===== config.mk =====
export PLATFORM = sky130hd
export DESIGN_NAME = brb_ctrl
export DESIGN_NICKNAME = d
export VERILOG_FILES = /design/src/rtl/core/brb_pkg.sv /design/src/rtl/core/brb_ctrl.sv
export SDC_FILE = /design/constraint.sdc
export NUM_CORES = 1
export LEC_CHECK = 0
export ABC_AREA = 1
export BUFFER_PORTS_ARGS = -buffer_cell sky130_fd_sc_hd__buf_2
export CORE_MARGIN = 4
export CORE_UTILIZATION = 59
export CTS_BUF_LIST = sky130_fd_sc_hd__clkbuf_2 sky130_fd_sc_hd__clkbuf_4 sky130_fd_sc_hd__clkbuf_8
export DETAILED_ROUTE_END_ITERATION = 16
export GPL_ROUTABILITY_DRIVEN = 0
export GPL_TIMING_DRIVEN = 0
export PLACE_DENSITY_LB_ADDON = 0.1
export REMOVE_ABC_BUFFERS = 1
export SYNTH_ARGS = -nofsm -noshare
export SYNTH_HDL_FRONTEND = slang
export SYNTH_SLANG_ARGS = --single-unit

===== constraint.sdc =====
create_clock -name clk -period 4.74 [get_ports clk]
set_input_delay 0.474 -clock clk [delete_from_list [all_inputs] [get_ports clk]]
set_output_delay 0.474 -clock clk [all_outputs]
set_load 0.01 [all_outputs]

===== src/rtl/core/brb_pkg.sv =====
// shared types, constants and a pointer helper for the byte ring buffer
package brb_pkg;

  localparam int DEPTH  = 4096;
  localparam int ADDR_W = $clog2(DEPTH);
  localparam int LVL_W  = $clog2(DEPTH + 1);

  // fixed field widths of the channel payloads
  localparam int CMD_W  = 2;
  localparam int BYTE_W = 8;
  localparam int OFF_W  = 12;
  localparam int CNT_W  = 13;

  typedef enum logic [CMD_W-1:0] {
    CMD_WRITE   = 2'd0,
    CMD_READ    = 2'd1,
    CMD_PEEK    = 2'd2,
    CMD_CONSUME = 2'd3
  } brb_cmd_t;

  // memory request issued in the cycle an item is taken
  typedef struct packed {
    logic              we;
    logic [ADDR_W-1:0] waddr;
    logic [BYTE_W-1:0] wdata;
    logic              re;
    logic [ADDR_W-1:0] raddr;
  } brb_ram_req_t;

  // everything of a result except the byte that comes back from memory
  typedef struct packed {
    logic             use_rd;
    logic [CNT_W-1:0] moved;
    logic [CNT_W-1:0] level;
    logic             is_empty;
    logic             is_full;
  } brb_meta_t;

  // index below DEPTH plus a distance of at most DEPTH, modulo DEPTH
  function automatic logic [ADDR_W-1:0] wrap_add(input logic [ADDR_W-1:0] a,
                                                 input logic [LVL_W-1:0]  b);
    logic [LVL_W:0] s;
    s = (LVL_W + 1)'(a) + (LVL_W + 1)'(b);
    if (s >= (LVL_W + 1)'(DEPTH)) begin
      s = s - (LVL_W + 1)'(DEPTH);
    end
    return s[ADDR_W-1:0];
  endfunction

endpackage


===== src/rtl/core/brb_ctrl.sv =====
// head and fill pointers, command decode and memory request
module brb_ctrl
  import brb_pkg::*;
(
  input  logic              clk,
  input  logic              rst_n,
  input  logic              accept,
  input  logic [CMD_W-1:0]  cmd,
  input  logic [BYTE_W-1:0] data_in,
  input  logic [OFF_W-1:0]  offset,
  input  logic [CNT_W-1:0]  count,
  output brb_ram_req_t      ram_req,
  output brb_meta_t         meta
);

  logic [ADDR_W-1:0] head_r, head_nxt;
  logic [LVL_W-1:0]  fill_r, fill_nxt;
  logic [LVL_W-1:0]  skip;
  logic [LVL_W-1:0]  moved;
  logic              use_rd;
  brb_ram_req_t      req;

  // consume saturates at the fill level
  assign skip = (LVL_W'(count) < fill_r) ? LVL_W'(count) : fill_r;

  always_comb begin
    head_nxt  = head_r;
    fill_nxt  = fill_r;
    moved     = '0;
    use_rd    = 1'b0;
    req       = '0;
    req.wdata = data_in;
    req.waddr = wrap_add(head_r, fill_r);
    req.raddr = head_r;
    unique case (brb_cmd_t'(cmd))
      CMD_WRITE: begin
        if (fill_r < LVL_W'(DEPTH)) begin
          req.we   = 1'b1;
          fill_nxt = fill_r + LVL_W'(1);
          moved    = LVL_W'(1);
        end
      end
      CMD_READ: begin
        if (fill_r != '0) begin
          req.re   = 1'b1;
          use_rd   = 1'b1;
          head_nxt = wrap_add(head_r, LVL_W'(1));
          fill_nxt = fill_r - LVL_W'(1);
          moved    = LVL_W'(1);
        end
      end
      CMD_PEEK: begin
        req.raddr = wrap_add(head_r, LVL_W'(offset));
        if (LVL_W'(offset) < fill_r) begin
          req.re = 1'b1;
          use_rd = 1'b1;
          moved  = LVL_W'(1);
        end
      end
      CMD_CONSUME: begin
        head_nxt = wrap_add(head_r, skip);
        fill_nxt = fill_r - skip;
        moved    = skip;
      end
      default: begin
        head_nxt = head_r;
      end
    endcase
  end

  always_ff @(posedge clk) begin
    if (!rst_n) begin
      head_r <= '0;
      fill_r <= '0;
    end else if (accept) begin
      head_r <= head_nxt;
      fill_r <= fill_nxt;
    end
  end

  assign ram_req.we    = req.we & accept;
  assign ram_req.re    = req.re & accept;
  assign ram_req.waddr = req.waddr;
  assign ram_req.wdata = req.wdata;
  assign ram_req.raddr = req.raddr;

  assign meta.use_rd   = use_rd;
  assign meta.moved    = CNT_W'(moved);
  assign meta.level    = CNT_W'(fill_nxt);
  assign meta.is_empty = (fill_nxt == '0);
  assign meta.is_full  = (fill_nxt == LVL_W'(DEPTH));

endmodule


==> impl_metrics.env <==
export IMPL_status="complete, no violations"
export IMPL_syn2layout_area_growth_pct=14.5
export IMPL_clock_path_buffers=2
export IMPL_fillers=794
export IMPL_cp_start_kind="register"
export IMPL_htree_levels=1
export IMPL_ys_seq_area_share_pct=9.48
export IMPL_reg2regPathDepth=22
export IMPL_post_route_period_util_pct=96.9
export IMPL_clock_sinks=25
export IMPL_worst_slew_pin_slew_ns=1.29
export IMPL_reg2reg_setup_slack_ns=1.04
export IMPL_synth_common_cells="nand2_1 (240), inv_1 (125), nor2_1 (83), ha_1 (75), o21ai_0 (74)"
export IMPL_path_class="register to output pin"
export IMPL_syn_inst=906
export IMPL_design_area_sq_um=6040
export IMPL_port_buffers=84
export IMPL_firstDrtPassIters=6
export IMPL_rsz0062_at_grt="no"
export IMPL_worstReg2RegStart="fill_r[8]"
export IMPL_vias=6482
export IMPL_fmax_mhz=218
export IMPL_fin_setup_tns_ns=0
export IMPL_grt_overflow_total=0
export IMPL_ys_warn_count=0
export IMPL_grt_first_pass_wirelength_microns=27800
export IMPL_worstHoldStart="fill_r[10]"
export IMPL_synth_top_cell_by_area="ha_1"
export IMPL_drc=0
export IMPL_ys_flop_type="dfxtp_1"
export IMPL_postRouteAntennaNets=0
export IMPL_relSlewSlack_pct=13.5
export IMPL_grt_max_degree=26
export IMPL_hold_viol_final=0
export IMPL_dieArea_sq_um=10500
export IMPL_startpoint="fill_r[9]"
export IMPL_tritoncts="done"
export IMPL_synth_area_top_cells="ha_1 (18%), nand2_1 (17%), dfxtp_1 (9.5%), inv_1 (8.9%), o21ai_0 (7.0%)"
export IMPL_first_global_vias=5722
export IMPL_wirelength_microns=17900
export IMPL_fin_skew_ns=0.00337
export IMPL_setup_ws_ns=0.148
export IMPL_power_density_nw_per_um2=224
export IMPL_ir_drop_mv=0.138
export IMPL_yosysTopAreaCellShare_pct=17.8
export IMPL_ys_ff_latch=25
export IMPL_min_to="fill_r[10]"
export IMPL_grt_util_all_layers_pct=33.3
export IMPL_dp_slack_ns=-0.566
export IMPL_fin_nets=1100
export IMPL_antenna_found_initial=1
export IMPL_arrival_ns=4.12
export IMPL_viasPerCell=5.94
export IMPL_yosysMostFrequentCell="nand2_1"
export IMPL_critical_path_required_ns=4.27
export IMPL_syn_area_sq_um=5280
export IMPL_cts_made_buffers=3
export IMPL_r2r_end="head_r[9]"
export IMPL_fp_dieH_microns=103
export IMPL_slew_violations=0
export IMPL_setup_violations=0
export IMPL_min_path_type="register to register"
export IMPL_fin_cells=1091
export IMPL_cts_root_buf="clkbuf_8"
export IMPL_drive_gt1_share_pct=17.6
export IMPL_fp_row_count=34
export IMPL_insertion_delay_ns=0.28
export IMPL_detail_route_wl_per_cell_microns=16.4
export IMPL_path_clk_slew_ns=0.09
export IMPL_core_sq_um=8720
export IMPL_dp_cells=1065
export IMPL_ys_async_sr_fraction_pct=0
export IMPL_hold_path_depth=2
export IMPL_start_util_pct=60.5
export IMPL_p_leak_nw=3.25
export IMPL_synth_edf_count=0
export IMPL_post_route_util_pct=69.3
export IMPL_crit_path_end_kind="output pin"
export IMPL_hpwl_microns=14000
export IMPL_io_pins=101
export IMPL_synth_area_per_cell_sq_um=5.83
export IMPL_drt_iter0_drc=598
export IMPL_drv_cap=0
export IMPL_seq_area_sq_um=543
export IMPL_multi_input_area_sq_um=4230
export IMPL_critPathMaxFanout=7
export IMPL_place_area_sq_um=5630
export IMPL_die_w_microns=103
export IMPL_period_minus_slack_ns=4.59
export IMPL_synth_cell_types=48
registers in the layout, summed over array words and instances, names as in the netlist:
signal,flops
head_r,12
fill_r,13
worst max-delay path: stages (launching register included):
cell        delay, ns
dfxtp_4          0.42
clkinvlp_4       0.20
ha_1             0.32
nand2_1          0.06
nor2_2           0.17
nand2_1          0.09
nor2_1           0.18
nand2_4          0.14
nand2_2          0.21
nand2_1          0.15
o21ai_4          0.12
ha_1             0.32
nand2_1          0.13
inv_1            0.06
a21oi_1          0.23
nand3_1          0.12
nand3_1          0.11
nand4_1          0.15
nand2_1          0.16
nand2_1          0.08
nor2_2           0.13
nand2_1          0.07
nor2_1           0.10
buf_2            0.14
logic make-up (layout without fill, tap and decap cells):
| family | count (synthesis) | count (layout) | share of synthesized area [%] |
|---|---|---|---|
| buffers and inverters | 163 | 237 | 13.2 |
| DFF | 25 | 25 | 9.48 |
| and+or+nand+nor | 439 | 441 | 36.2 |
| xor gates and xnor gates | 24 | 24 | 3.98 |
| other | 0 | 1 | 0 |
| AOI/OAI and AO/OA | 176 | 176 | 17.9 |
| adders and majority gates | 79 | 79 | 19.3 |
layout make-up:
cell class	instances	share of cell area, %
Tap cell	108	2.24
Clock buffer	4	0.807
Inverter	130	8.61
Antenna cell	1	0.0414
Multi-Input combinational cell	720	70.0
Sequential cell	25	8.99
Timing Repair Buffer	103	9.32
routing by layer:
layer / vias to the layer above / GRT usage [%] / part of all wire [%]
met5: - / 0 / 0
met3: 48 / 4.87 / 9.4
met2: 357 / 57.1 / 47
met1: 2930 / 43.2 / 41
li1: 3147 / - / -
met4: 0 / 10.4 / 2.7
power by group:
group	switching, mW	internal [mW]
clock network	0.0734	0.0661
registers	0.0516	0.228
logic	0.598	0.334
worst max-delay path by stage:
stage                     slack, ns       to  cells after the start
final                          0.15  meta[0]                     23
after detailed placement      -0.57  meta[0]                     22
after CTS                     0.002  meta[0]                     23
after global placement        -0.34  meta[0]                     22
after global routing           0.02  meta[0]                     23
after floorplan                0.65  meta[0]                     21
cells in the final DEF, fill, tap and decap left out, types with 5 or more instances in the layout:
cell,count
o21ai_2,5
nor2_2,6
nand2_2,6
dfxtp_1,13
nand3_1,58
nand2_1,238
ha_1,74
buf_4,19
o21bai_1,6
o21ai_0,63
xor2_1,17
xnor2_1,7
a31oi_1,8
nor2_1,82
nand4_1,22
inv_1,116
clkinvlp_4,8
a21oi_1,69
nor3_1,6
buf_2,84
dfxtp_4,11
repair_timing:
| item | CTS | global route |
|---|---|---|
| cloned | 1 | 1 |
| pin swaps | 1 | 5 |
| gates resized for setup | 22 | 49 |
| setup buffers | 1 | 18 |
| hold buffers | 0 | 0 |
| endpoints found under the setup margin | 14 | 9 |
stage by stage:
stage          hold WS [ns]  power [mW]
6_report              0.591        1.35
5_1_grt               0.612        1.47
4_1_cts               0.609        1.27
3_5_place_dp          0.598        1.12
3_3_place_gp          0.582        1.09
2_1_floorplan         0.515       0.861
Note: power is estimated with default switching activity, not from simulation.
