$ cat src/rtl/core/brb_pkg.sv
// shared types, constants and a pointer helper for the byte ring buffer
package brb_pkg;

  localparam int DEPTH  = 4096;
  localparam int ADDR_W = $clog2(DEPTH);
  localparam int LVL_W  = $clog2(DEPTH + 1);

  // fixed field widths of the channel payloads
  localparam int CMD_W  = 2;
  localparam int BYTE_W = 8;
  localparam int OFF_W  = 12;
  localparam int CNT_W  = 13;

  typedef enum logic [CMD_W-1:0] {
    CMD_WRITE   = 2'd0,
    CMD_READ    = 2'd1,
    CMD_PEEK    = 2'd2,
    CMD_CONSUME = 2'd3
  } brb_cmd_t;

  // memory request issued in the cycle an item is taken
  typedef struct packed {
    logic              we;
    logic [ADDR_W-1:0] waddr;
    logic [BYTE_W-1:0] wdata;
    logic              re;
    logic [ADDR_W-1:0] raddr;
  } brb_ram_req_t;

  // everything of a result except the byte that comes back from memory
  typedef struct packed {
    logic             use_rd;
    logic [CNT_W-1:0] moved;
    logic [CNT_W-1:0] level;
    logic             is_empty;
    logic             is_full;
  } brb_meta_t;

  // index below DEPTH plus a distance of at most DEPTH, modulo DEPTH
  function automatic logic [ADDR_W-1:0] wrap_add(input logic [ADDR_W-1:0] a,
                                                 input logic [LVL_W-1:0]  b);
    logic [LVL_W:0] s;
    s = (LVL_W + 1)'(a) + (LVL_W + 1)'(b);
    if (s >= (LVL_W + 1)'(DEPTH)) begin
      s = s - (LVL_W + 1)'(DEPTH);
    end
    return s[ADDR_W-1:0];
  endfunction

endpackage

$ cat src/rtl/core/brb_out_if.sv
// result channel: valid/ready plus one result item
interface brb_out_if
  import brb_pkg::*;
();
  logic              valid;
  logic              ready;
  logic [BYTE_W-1:0] data_out;
  logic [CNT_W-1:0]  moved;
  logic [CNT_W-1:0]  level;
  logic              is_empty;
  logic              is_full;

  modport source (output valid, data_out, moved, level, is_empty, is_full, input ready);
  modport sink   (input valid, data_out, moved, level, is_empty, is_full, output ready);
endinterface

$ cat src/rtl/core/brb_out_reg.sv
// stage that waits for memory data, then the result output register
module brb_out_reg
  import brb_pkg::*;
(
  input  logic              clk,
  input  logic              rst_n,
  input  logic              load,
  input  brb_meta_t         meta_in,
  input  logic [BYTE_W-1:0] rd_data,
  output logic              stage_open,
  output logic              stage_busy,
  brb_out_if.source         out_ch
);

  logic              s1_v_r, s1_v_nxt;
  brb_meta_t         s1_meta_r;
  logic              out_v_r, out_v_nxt;
  logic [BYTE_W-1:0] out_data_r;
  brb_meta_t         out_meta_r;
  logic              advance;

  assign advance    = s1_v_r & (~out_v_r | out_ch.ready);
  assign stage_open = ~s1_v_r | advance;
  assign stage_busy = s1_v_r;

  always_comb begin
    s1_v_nxt  = load | (s1_v_r & ~advance);
    out_v_nxt = advance | (out_v_r & ~out_ch.ready);
  end

  always_ff @(posedge clk) begin
    if (!rst_n) begin
      s1_v_r  <= 1'b0;
      out_v_r <= 1'b0;
    end else begin
      s1_v_r  <= s1_v_nxt;
      out_v_r <= out_v_nxt;
    end
  end

  // memory data is held by the ram while this stage waits
  always_ff @(posedge clk) begin
    if (load) begin
      s1_meta_r <= meta_in;
    end
    if (advance) begin
      out_meta_r <= s1_meta_r;
      out_data_r <= s1_meta_r.use_rd ? rd_data : '0;
    end
  end

  assign out_ch.valid    = out_v_r;
  assign out_ch.data_out = out_data_r;
  assign out_ch.moved    = out_meta_r.moved;
  assign out_ch.level    = out_meta_r.level;
  assign out_ch.is_empty = out_meta_r.is_empty;
  assign out_ch.is_full  = out_meta_r.is_full;

endmodule

$ cat src/flat_wrapper.sv
// flat-port wrapper written by rule: the top's interface ports become plain ports
module brb_out_reg_flat import brb_pkg::*;
  (clk, rst_n, load, meta_in, rd_data, stage_open, stage_busy, out_ch_valid, out_ch_data_out, out_ch_moved, out_ch_level, out_ch_is_empty, out_ch_is_full, out_ch_ready);
  brb_out_if out_ch_i ();
  input  logic clk;
  input  logic rst_n;
  input  logic load;
  input  brb_meta_t meta_in;
  input  logic [BYTE_W-1:0] rd_data;
  output logic stage_open;
  output logic stage_busy;
  output wire logic [$bits(out_ch_i.valid)-1:0] out_ch_valid;
  output wire logic [$bits(out_ch_i.data_out)-1:0] out_ch_data_out;
  output wire logic [$bits(out_ch_i.moved)-1:0] out_ch_moved;
  output wire logic [$bits(out_ch_i.level)-1:0] out_ch_level;
  output wire logic [$bits(out_ch_i.is_empty)-1:0] out_ch_is_empty;
  output wire logic [$bits(out_ch_i.is_full)-1:0] out_ch_is_full;
  input wire logic [$bits(out_ch_i.ready)-1:0] out_ch_ready;
  assign out_ch_valid = out_ch_i.valid;
  assign out_ch_data_out = out_ch_i.data_out;
  assign out_ch_moved = out_ch_i.moved;
  assign out_ch_level = out_ch_i.level;
  assign out_ch_is_empty = out_ch_i.is_empty;
  assign out_ch_is_full = out_ch_i.is_full;
  assign out_ch_i.ready = out_ch_ready;
  brb_out_reg u_core (.clk(clk), .rst_n(rst_n), .load(load), .meta_in(meta_in), .rd_data(rd_data), .stage_open(stage_open), .stage_busy(stage_busy), .out_ch(out_ch_i));
endmodule
$ cat config.mk
export PLATFORM = sky130hd
export DESIGN_NAME = brb_out_reg_flat
export DESIGN_NICKNAME = d
export VERILOG_FILES = /design/src/rtl/core/brb_pkg.sv /design/src/rtl/core/brb_out_if.sv /design/src/rtl/core/brb_out_reg.sv /design/src/flat_wrapper.sv
export SDC_FILE = /design/constraint.sdc
export NUM_CORES = 1
export LEC_CHECK = 0
export ABC_CLOCK_PERIOD_IN_PS = 2600
export BUFFER_PORTS_ARGS = -buffer_cell sky130_fd_sc_hd__buf_2
export CELL_PAD_IN_SITES_DETAIL_PLACEMENT = 1
export CELL_PAD_IN_SITES_GLOBAL_PLACEMENT = 1
export CORE_MARGIN = 2
export CORE_UTILIZATION = 36
export DETAILED_ROUTE_END_ITERATION = 8
export GPL_TIMING_DRIVEN = 0
export PLACE_DENSITY_LB_ADDON = 0.15
export SYNTH_ARGS = -nofsm -noshare
export SYNTH_HDL_FRONTEND = slang
export SYNTH_SLANG_ARGS = --single-unit
export TNS_END_PERCENT = 10
$ cat constraint.sdc
create_clock -name clk -period 2.6 [get_ports clk]
set_input_delay 0.13 -clock clk [delete_from_list [all_inputs] [get_ports clk]]
set_output_delay 0.13 -clock clk [all_outputs]
set_load 0.03 [all_outputs]
==> results.md, run 1 <==
- Synth Area in Compound Gates: 0.781%
- CTS resizes: 0
- GR Util All Layers: 13.1%
- Fillers: 551
- Most frequent cells in the layout: buf_2, edfxtp_1, dlygate4sd3_1
- Placement Cell Area: 2600 um^2
- CTS tree: built
- CTS root buf: clkbuf_8
- Antenna violations before repair: 0
- Clk Latency, worst-skew pair: 320 ps
- Setup Crit Path Kind: flop to flop
- First-pass GRT wire length: 5840 um
- Avg Cell Area, Syn: 25.7 um^2
- Worst path cell trace: nor2b_2, nor2b_4, buf_16
- Number of top-level pins: 80
- Adder-cell share of the synthesized area: 0%
- Pwr dens: 735 nW/um^2
- Worst EP arrival: 1450 ps
- LEAKAGE: 1.21 nW
- Max-cap violations: 0
- Reg2reg start: u_core.out_ch.valid
- DR vias: 1176
- Register bit total from synthesis: 67
- Netlist Area Pre-Place: 2080 um^2
- Switching part of the total: 20.9%
- Fmax achieved: 704 MHz
- HP Class: input pin to flop
- Die width: 80.1 um
- CP peak stage delay: 400 ps
- Clock sinks: 67
- Cell Int Power: 1.78 mW
- Final setup fails: 0
- Hold buffer count at CTS: 29
- Vias in the first global route: 1192
- Status: completed
- RSZ-0062 raised after global routing: no
- Clk_skew: 5.99 ps
- ANT cells: 0
- Design Area, Final: 3070 um^2
- FF/Latch Area: 1990 um^2
- Worst r2r dst: u_core.out_ch.moved[0]
- I/O Buffers: 79
- Core Footprint: 5540 um^2
- Yosys warns: 0
- Wirelength, routed: 3820 um
- Worst Hold Endpoint: u_core.out_ch.valid
- Clock Path Buffers: 2
- Die height: 80.1 um
- Layout cell share with drive strength beyond 1: 44.7%
- Fin crit period: 1420 ps
- Die area: 6410 um^2
- Main combinational cell family by area after synthesis: simple AND/OR/NAND/NOR gates
- First-pass DRT Iterations: 4
- Simple-Gate Fraction of Synth Area: 3.60%
- Routed Antenna Nets: 0
- Initial Utilization: 37.6%
- Most common cell after layout, fill and taps aside: buf_2
- Drt wl/cell: 13.7 um
- Multi-input gate area: 98.8 um^2
- Post-synthesis mux area share: 0%
- Post-Synth XOR/XNOR Area: 0%
- Tcrit/Tclk final: 54.6%
- Drt drc: 0
- Pin count of the biggest net entering global routing: 31
- Total gr overflow: 0
- Post-CTS Setup Bufs: 0
- Worst-path maximum fanout: 24
- Setup crit end kind: flop
- Register area share after synthesis: 95.6%
- Measured slew at the worst slew-check pin: 678 ps
- Slowest cell on crit path: nor2b_4
- Slew Limit Fails: 0
- P&R area growth vs syn: 47.4%
- 1st-iter DRT viols: 43
- Flop pwr share: 57.0%
- CTS H-tree depth: 3
- Clock share of power: 34.4%
- Combinational Power Share: 8.6%
- Min-Delay Startpoint: rst_n
- Number of cells on the worst hold path: 2
- VDD IR-drop max: 0.000387 V
- Row count: 27
- DP HPWL: 2500 um
- Unique masters post-synth: 8
- Final Hold Fails: 0
- FF-to-FF path depth: 3
- Slew headroom: 54.8%
- CP Data Required Time: 2630 ps
- Total CTS buffers: 9
- Startpoint Class: flop
- Reg clk slew, reported paths: 60 ps
- Mapped Nets: 122
- Syn Inst Count: 81
- R2r setup slk: 1180 ps
- Final Wtd Congestion: 0.622
- Via density per instance: 4.23
- Psw: 0.472 mW
- Final nets: 242
- Fin Setup TNS: 0 ps
## final cells by class
type / instances / share of cell area [%]
well taps: 72 / 2.93
clock buffers: 12 / 4.40
flip-flops and latches: 67 / 64.9
multi-input cells: 14 / 3.22
repair buffers: 109 / 23.2
clock inverters: 4 / 1.34
## per-layer routing
metal / track usage, % / wire length, um / vias to the layer above
met5: 0 / 0 / -
met4: 9.15 / 111 / 0
met3: 3.82 / 281 / 12
met2: 20.9 / 1930 / 54
met1: 15.0 / 1500 / 555
li1: - / - / 555
## worst max-delay path: cells and delay by family (launching register included)
family / cells / cell delay, ps
DFF: 1 / 300
and+or+nand+nor: 2 / 580
buffers and inverters: 1 / 230
## power groups by stage
| stage | registers, mW | logic, mW | clock network [mW] |
|---|---|---|---|
| 2_1_floorplan | 1.37 | 0.0182 | 0 |
| 3_3_place_gp | 1.31 | 0.152 | 0 |
| 5_1_grt | 1.29 | 0.209 | 0.852 |
| 6_report | 1.29 | 0.194 | 0.776 |
| 3_5_place_dp | 1.31 | 0.164 | 0 |
| 4_1_cts | 1.29 | 0.198 | 0.808 |
## kinds of logic (layout without fill, tap and decap cells)
logic type             count (synthesis)  after routing
AO/OA/AOI/OAI                          2              2
buffers and inverters                  0            125
flip-flops                            67             67
AND/OR/NAND/NOR                       12             12
## cell usage after synthesis
library cell | count | share of area [%]
o21a_1 | 1 | 0.36
nor2b_1 | 1 | 0.30
dfxtp_1 | 2 | 1.9
edfxtp_1 | 65 | 94
a22o_1 | 1 | 0.42
nand2_1 | 1 | 0.18
nor2b_2 | 1 | 0.42
and2_1 | 9 | 2.7
## stage by stage
stage | std cells | utilization [%] | power, mW | setup WS, ps | hold slack [ps]
2_1_floorplan | 81 | - | 1.39 | 604 | 229
3_3_place_gp | 232 | 46.4 | 1.46 | 393 | 308
3_5_place_dp | 233 | 47.0 | 1.47 | 1170 | 308
4_1_cts | 278 | 55.4 | 2.29 | 1160 | 49.3
5_1_grt | 278 | 55.4 | 2.35 | 1080 | 64.4
6_report | 278 | 55.4 | 2.26 | 1180 | 61.7
## sequential cells by signal, indices dropped and copies added (netlist names)
register,count
u_core.s1_meta_r,29
u_core.out_ch.level,13
u_core.out_ch.moved,13
u_core.out_ch.data_out,8
u_core.out_ch.is_empty,1
u_core.out_ch.is_full,1
u_core.out_ch.valid,1
u_core.stage_busy,1
## worst max path at each step
stage | to | start
2_1_floorplan | u_core.out_ch.data_out[0] | u_core.stage_busy
5_1_grt | u_core.out_ch.moved[8] | u_core.out_ch.valid
4_1_cts | u_core.out_ch.level[7] | u_core.out_ch.valid
6_report | u_core.out_ch.moved[0] | u_core.out_ch.valid
3_3_place_gp | u_core.out_ch.data_out[5] | u_core.out_ch.valid
3_5_place_dp | u_core.out_ch.data_out[0] | u_core.out_ch.valid
Note: power is estimated with default switching activity, not from simulation.
==> inputs of run 2 (changes only) <==
--- a/config.mk
+++ b/config.mk
@@ -5,7 +5,7 @@
 export SDC_FILE = /design/constraint.sdc
 export NUM_CORES = 1
 export LEC_CHECK = 0
-export ABC_CLOCK_PERIOD_IN_PS = 2600
+export ABC_CLOCK_PERIOD_IN_PS = 1100
 export BUFFER_PORTS_ARGS = -buffer_cell sky130_fd_sc_hd__buf_2
 export CELL_PAD_IN_SITES_DETAIL_PLACEMENT = 1
 export CELL_PAD_IN_SITES_GLOBAL_PLACEMENT = 1
==> constraint.sdc (replaced) <==
create_clock -name clk -period 1.1 [get_ports clk]
set_input_delay 0.055 -clock clk [delete_from_list [all_inputs] [get_ports clk]]
set_output_delay 0.055 -clock clk [all_outputs]
set_load 0.03 [all_outputs]
==> run 2 against run 1 <==
Net effect:
- the run now ends with setup timing left
- utilization rose by 2.4 points
- fmax rose by 20%
- non-clock buffer count rose by 9
- global-route usage rose by 1.7 points
- design area rose by 4.4%
- critical path type unchanged
- highest routed layer unchanged
==> results.md, run 2 (same netlist as run 1, synthesis figures left out) <==
- Via density per instance: 4.23 (-0.11%)
- Row count: 27 (unchanged)
- Clock Path Buffers: 2 (unchanged)
- Final Util: 57.8% (+2.4 points)
- 1st-iter DRT viols: 59 (+37%)
- Setup crit end kind: flop
- LEAKAGE: 1.27 nW (+5.1%)
- CTS tree: built
- VDD IR-drop max: 0.000985 V (+150%)
- Slew headroom: 53.9% (-0.92 points)
- RSZ-0062 raised after global routing: yes
- HP Class: input pin to flop
- DR vias: 1217 (+3.5%)
- Status: complete, but fails checks
- CP Data Required Time: 1140 ps (-1490 ps)
- Number of top-level pins: 80 (unchanged)
- Family with the most delay on the worst path: flip-flops
- Worst-path maximum fanout: 15 (-38%)
- Wirelength, routed: 4300 um (+12%)
- Antenna violations before repair: 0 (unchanged)
- Vias in the first global route: 1354 (+14%)
- Die area: 6410 um^2 (unchanged)
- Tcrit/Tclk final: 107% (+53 points)
- WP buf/inv: 2 (+1)
- Fin crit period: 1180 ps (-240 ps)
- P&R area growth vs syn: 53.8%
- Combinational Power Share: 9.2% (+0.6 points)
- Fmax achieved: 847 MHz (+20%)
- Final Hold Fails: 0 (unchanged)
- Worst EP arrival: 1220 ps (-230 ps)
- First-pass GRT wire length: 6560 um (+12%)
- Failing checks: setup timing
- Setup Crit Path Kind: flop to flop
- Slew Limit Fails: 0 (unchanged)
- Startpoint Class: flop
- First-pass DRT Iterations: 4 (unchanged)
- Drt wl/cell: 14.9 um (+8.5%)
- Max-cap violations: 0 (unchanged)
- Core Footprint: 5540 um^2 (unchanged)
- Die width: 80.1 um (unchanged)
- Setup ws final: -80.0 ps (-1260 ps)
- Hold WS: 19.3 ps (-42.4 ps)
- Final nets: 252 (+4.1%)
- Switching part of the total: 22.0% (+1.0 points)
- Most common cell after layout, fill and taps aside: buf_2
- Cell Int Power: 4.23 mW (+140%)
- Design Area, Final: 3200 um^2 (+4.4%)
- Clock sinks: 67 (unchanged)
- Total gr overflow: 0 (unchanged)
- Pwr dens: 1690 nW/um^2 (+130%)
- Most frequent cells in the layout: buf_2, edfxtp_1, dlygate4sd3_1
- Min-Delay Startpoint: rd_data[4]
- CP peak stage delay: 340 ps (-60 ps)
- Die height: 80.1 um (unchanged)
- Placement Cell Area: 2590 um^2 (-0.67%)
- Reg clk slew, reported paths: 70 ps (about the same)
- Psw: 1.19 mW (+150%)
- Initial Utilization: 37.6% (unchanged)
- ANT cells: 0 (unchanged)
- Max reg flops: 29 (unchanged)
- Fin Setup TNS: -2390 ps (-2390 ps)
- CTS H-tree depth: 3 (unchanged)
- Pin count of the biggest net entering global routing: 31 (unchanged)
- Drt drc: 0 (unchanged)
- GR Util All Layers: 14.8% (+1.7 points)
- Routed Antenna Nets: 0 (unchanged)
- I/O Buffers: 79 (unchanged)
- Clock share of power: 34.7% (+0.3 points)
- Crit. Startpoint: u_core.out_ch.valid
- Worst path cell trace: nor2b_4, buf_12, nor2b_4, buf_12
- CTS root buf: clkbuf_8
- Reg2reg start: u_core.out_ch.valid
- Power, Total: 5.42 mW (+140%)
- Clk Latency, worst-skew pair: 330 ps (about the same)
- Biggest register: u_core.s1_meta_r
- Final Wtd Congestion: 0.672 (+8.1%)
- Final setup fails: 37 (+37)
- Layout cell share with drive strength beyond 1: 47.2% (+2.6 points)
- Clk_skew: 8.53 ps (+2.54 ps)
- Slowest cell on crit path: dfxtp_4
- Total CTS buffers: 9 (unchanged)
- Measured slew at the worst slew-check pin: 692 ps (+13.8 ps)
- Flop pwr share: 56.1% (-0.9 points)
[run 2: cell types whose count changed in the layout (fill, tap and decap cells not counted), sizes merged]
| cell | before | now |
|---|---|---|
| dlygate4sd3 | 29 | 34 |
| nor2b | 2 | 3 |
| buf | 80 | 84 |
| clkinv | 3 | 5 |
| clkbuf | 12 | 9 |
| clkinvlp | 0 | 1 |
[run 2: final timing paths]
path	end	slack (ps)	cells after the start
min reg2reg	u_core.out_ch.moved[10]	420	0
min	u_core.out_ch.data_out[4]	20	2
max	u_core.out_ch.moved[8]	-80	4
max reg2reg	u_core.out_ch.moved[8]	-80	4
[run 2: repair_timing]
item | 4_1_cts | 5_1_grt
gates resized for setup | 3 | 0
gates cloned | 1 | 0
hold buffers | 34 | 0
setup buffers | 4 | 1
setup endpoints to repair | 37 | 30
endpoints found under the hold margin | 35 | 0
[run 2: final cells by class]
| type | instances | area [um^2] |
|---|---|---|
| Sequential cell | 67 | 2000 |
| Clock inverter | 7 | 58.8 |
| Timing Repair Buffer | 118 | 817 |
| Clock buffer | 9 | 124 |
| Multi-Input combinational cell | 15 | 118 |
| Fill cell | 540 | 2340 |
| Tap cell | 72 | 90.1 |
[run 2: through the flow]
step	instances	setup WS, ps
after floorplan	81	-371
after global placement	232	-524
after detailed placement	232	-555
after CTS	287	-137
after global routing	288	-114
final	288	-80.0
[run 2: power by group through the flow]
| stage | Combinational, mW | Clock (mW) | Sequential (mW) |
|---|---|---|---|
| global route | 0.539 | 2.04 | 3.06 |
| CTS | 0.499 | 1.94 | 3.04 |
| floorplan | 0.0464 | 0 | 3.24 |
| global placement | 0.361 | 0 | 3.08 |
| finish | 0.502 | 1.88 | 3.04 |
| detailed placement | 0.370 | 0 | 3.10 |
[run 2: routing by layer]
metal	wire, um	GRT usage, %	vias to the layer above
li1	-	-	580
met1	1630	15.2	571
met2	2280	25.8	56
met3	263	4.38	10
met4	114	10.0	0
met5	0	0	-
[run 2: worst register-to-register path: stages (launching register included)]
cell,delay (ps)
dfxtp_4,340
nor2b_4,130
buf_12,130
nor2b_4,140
buf_12,160
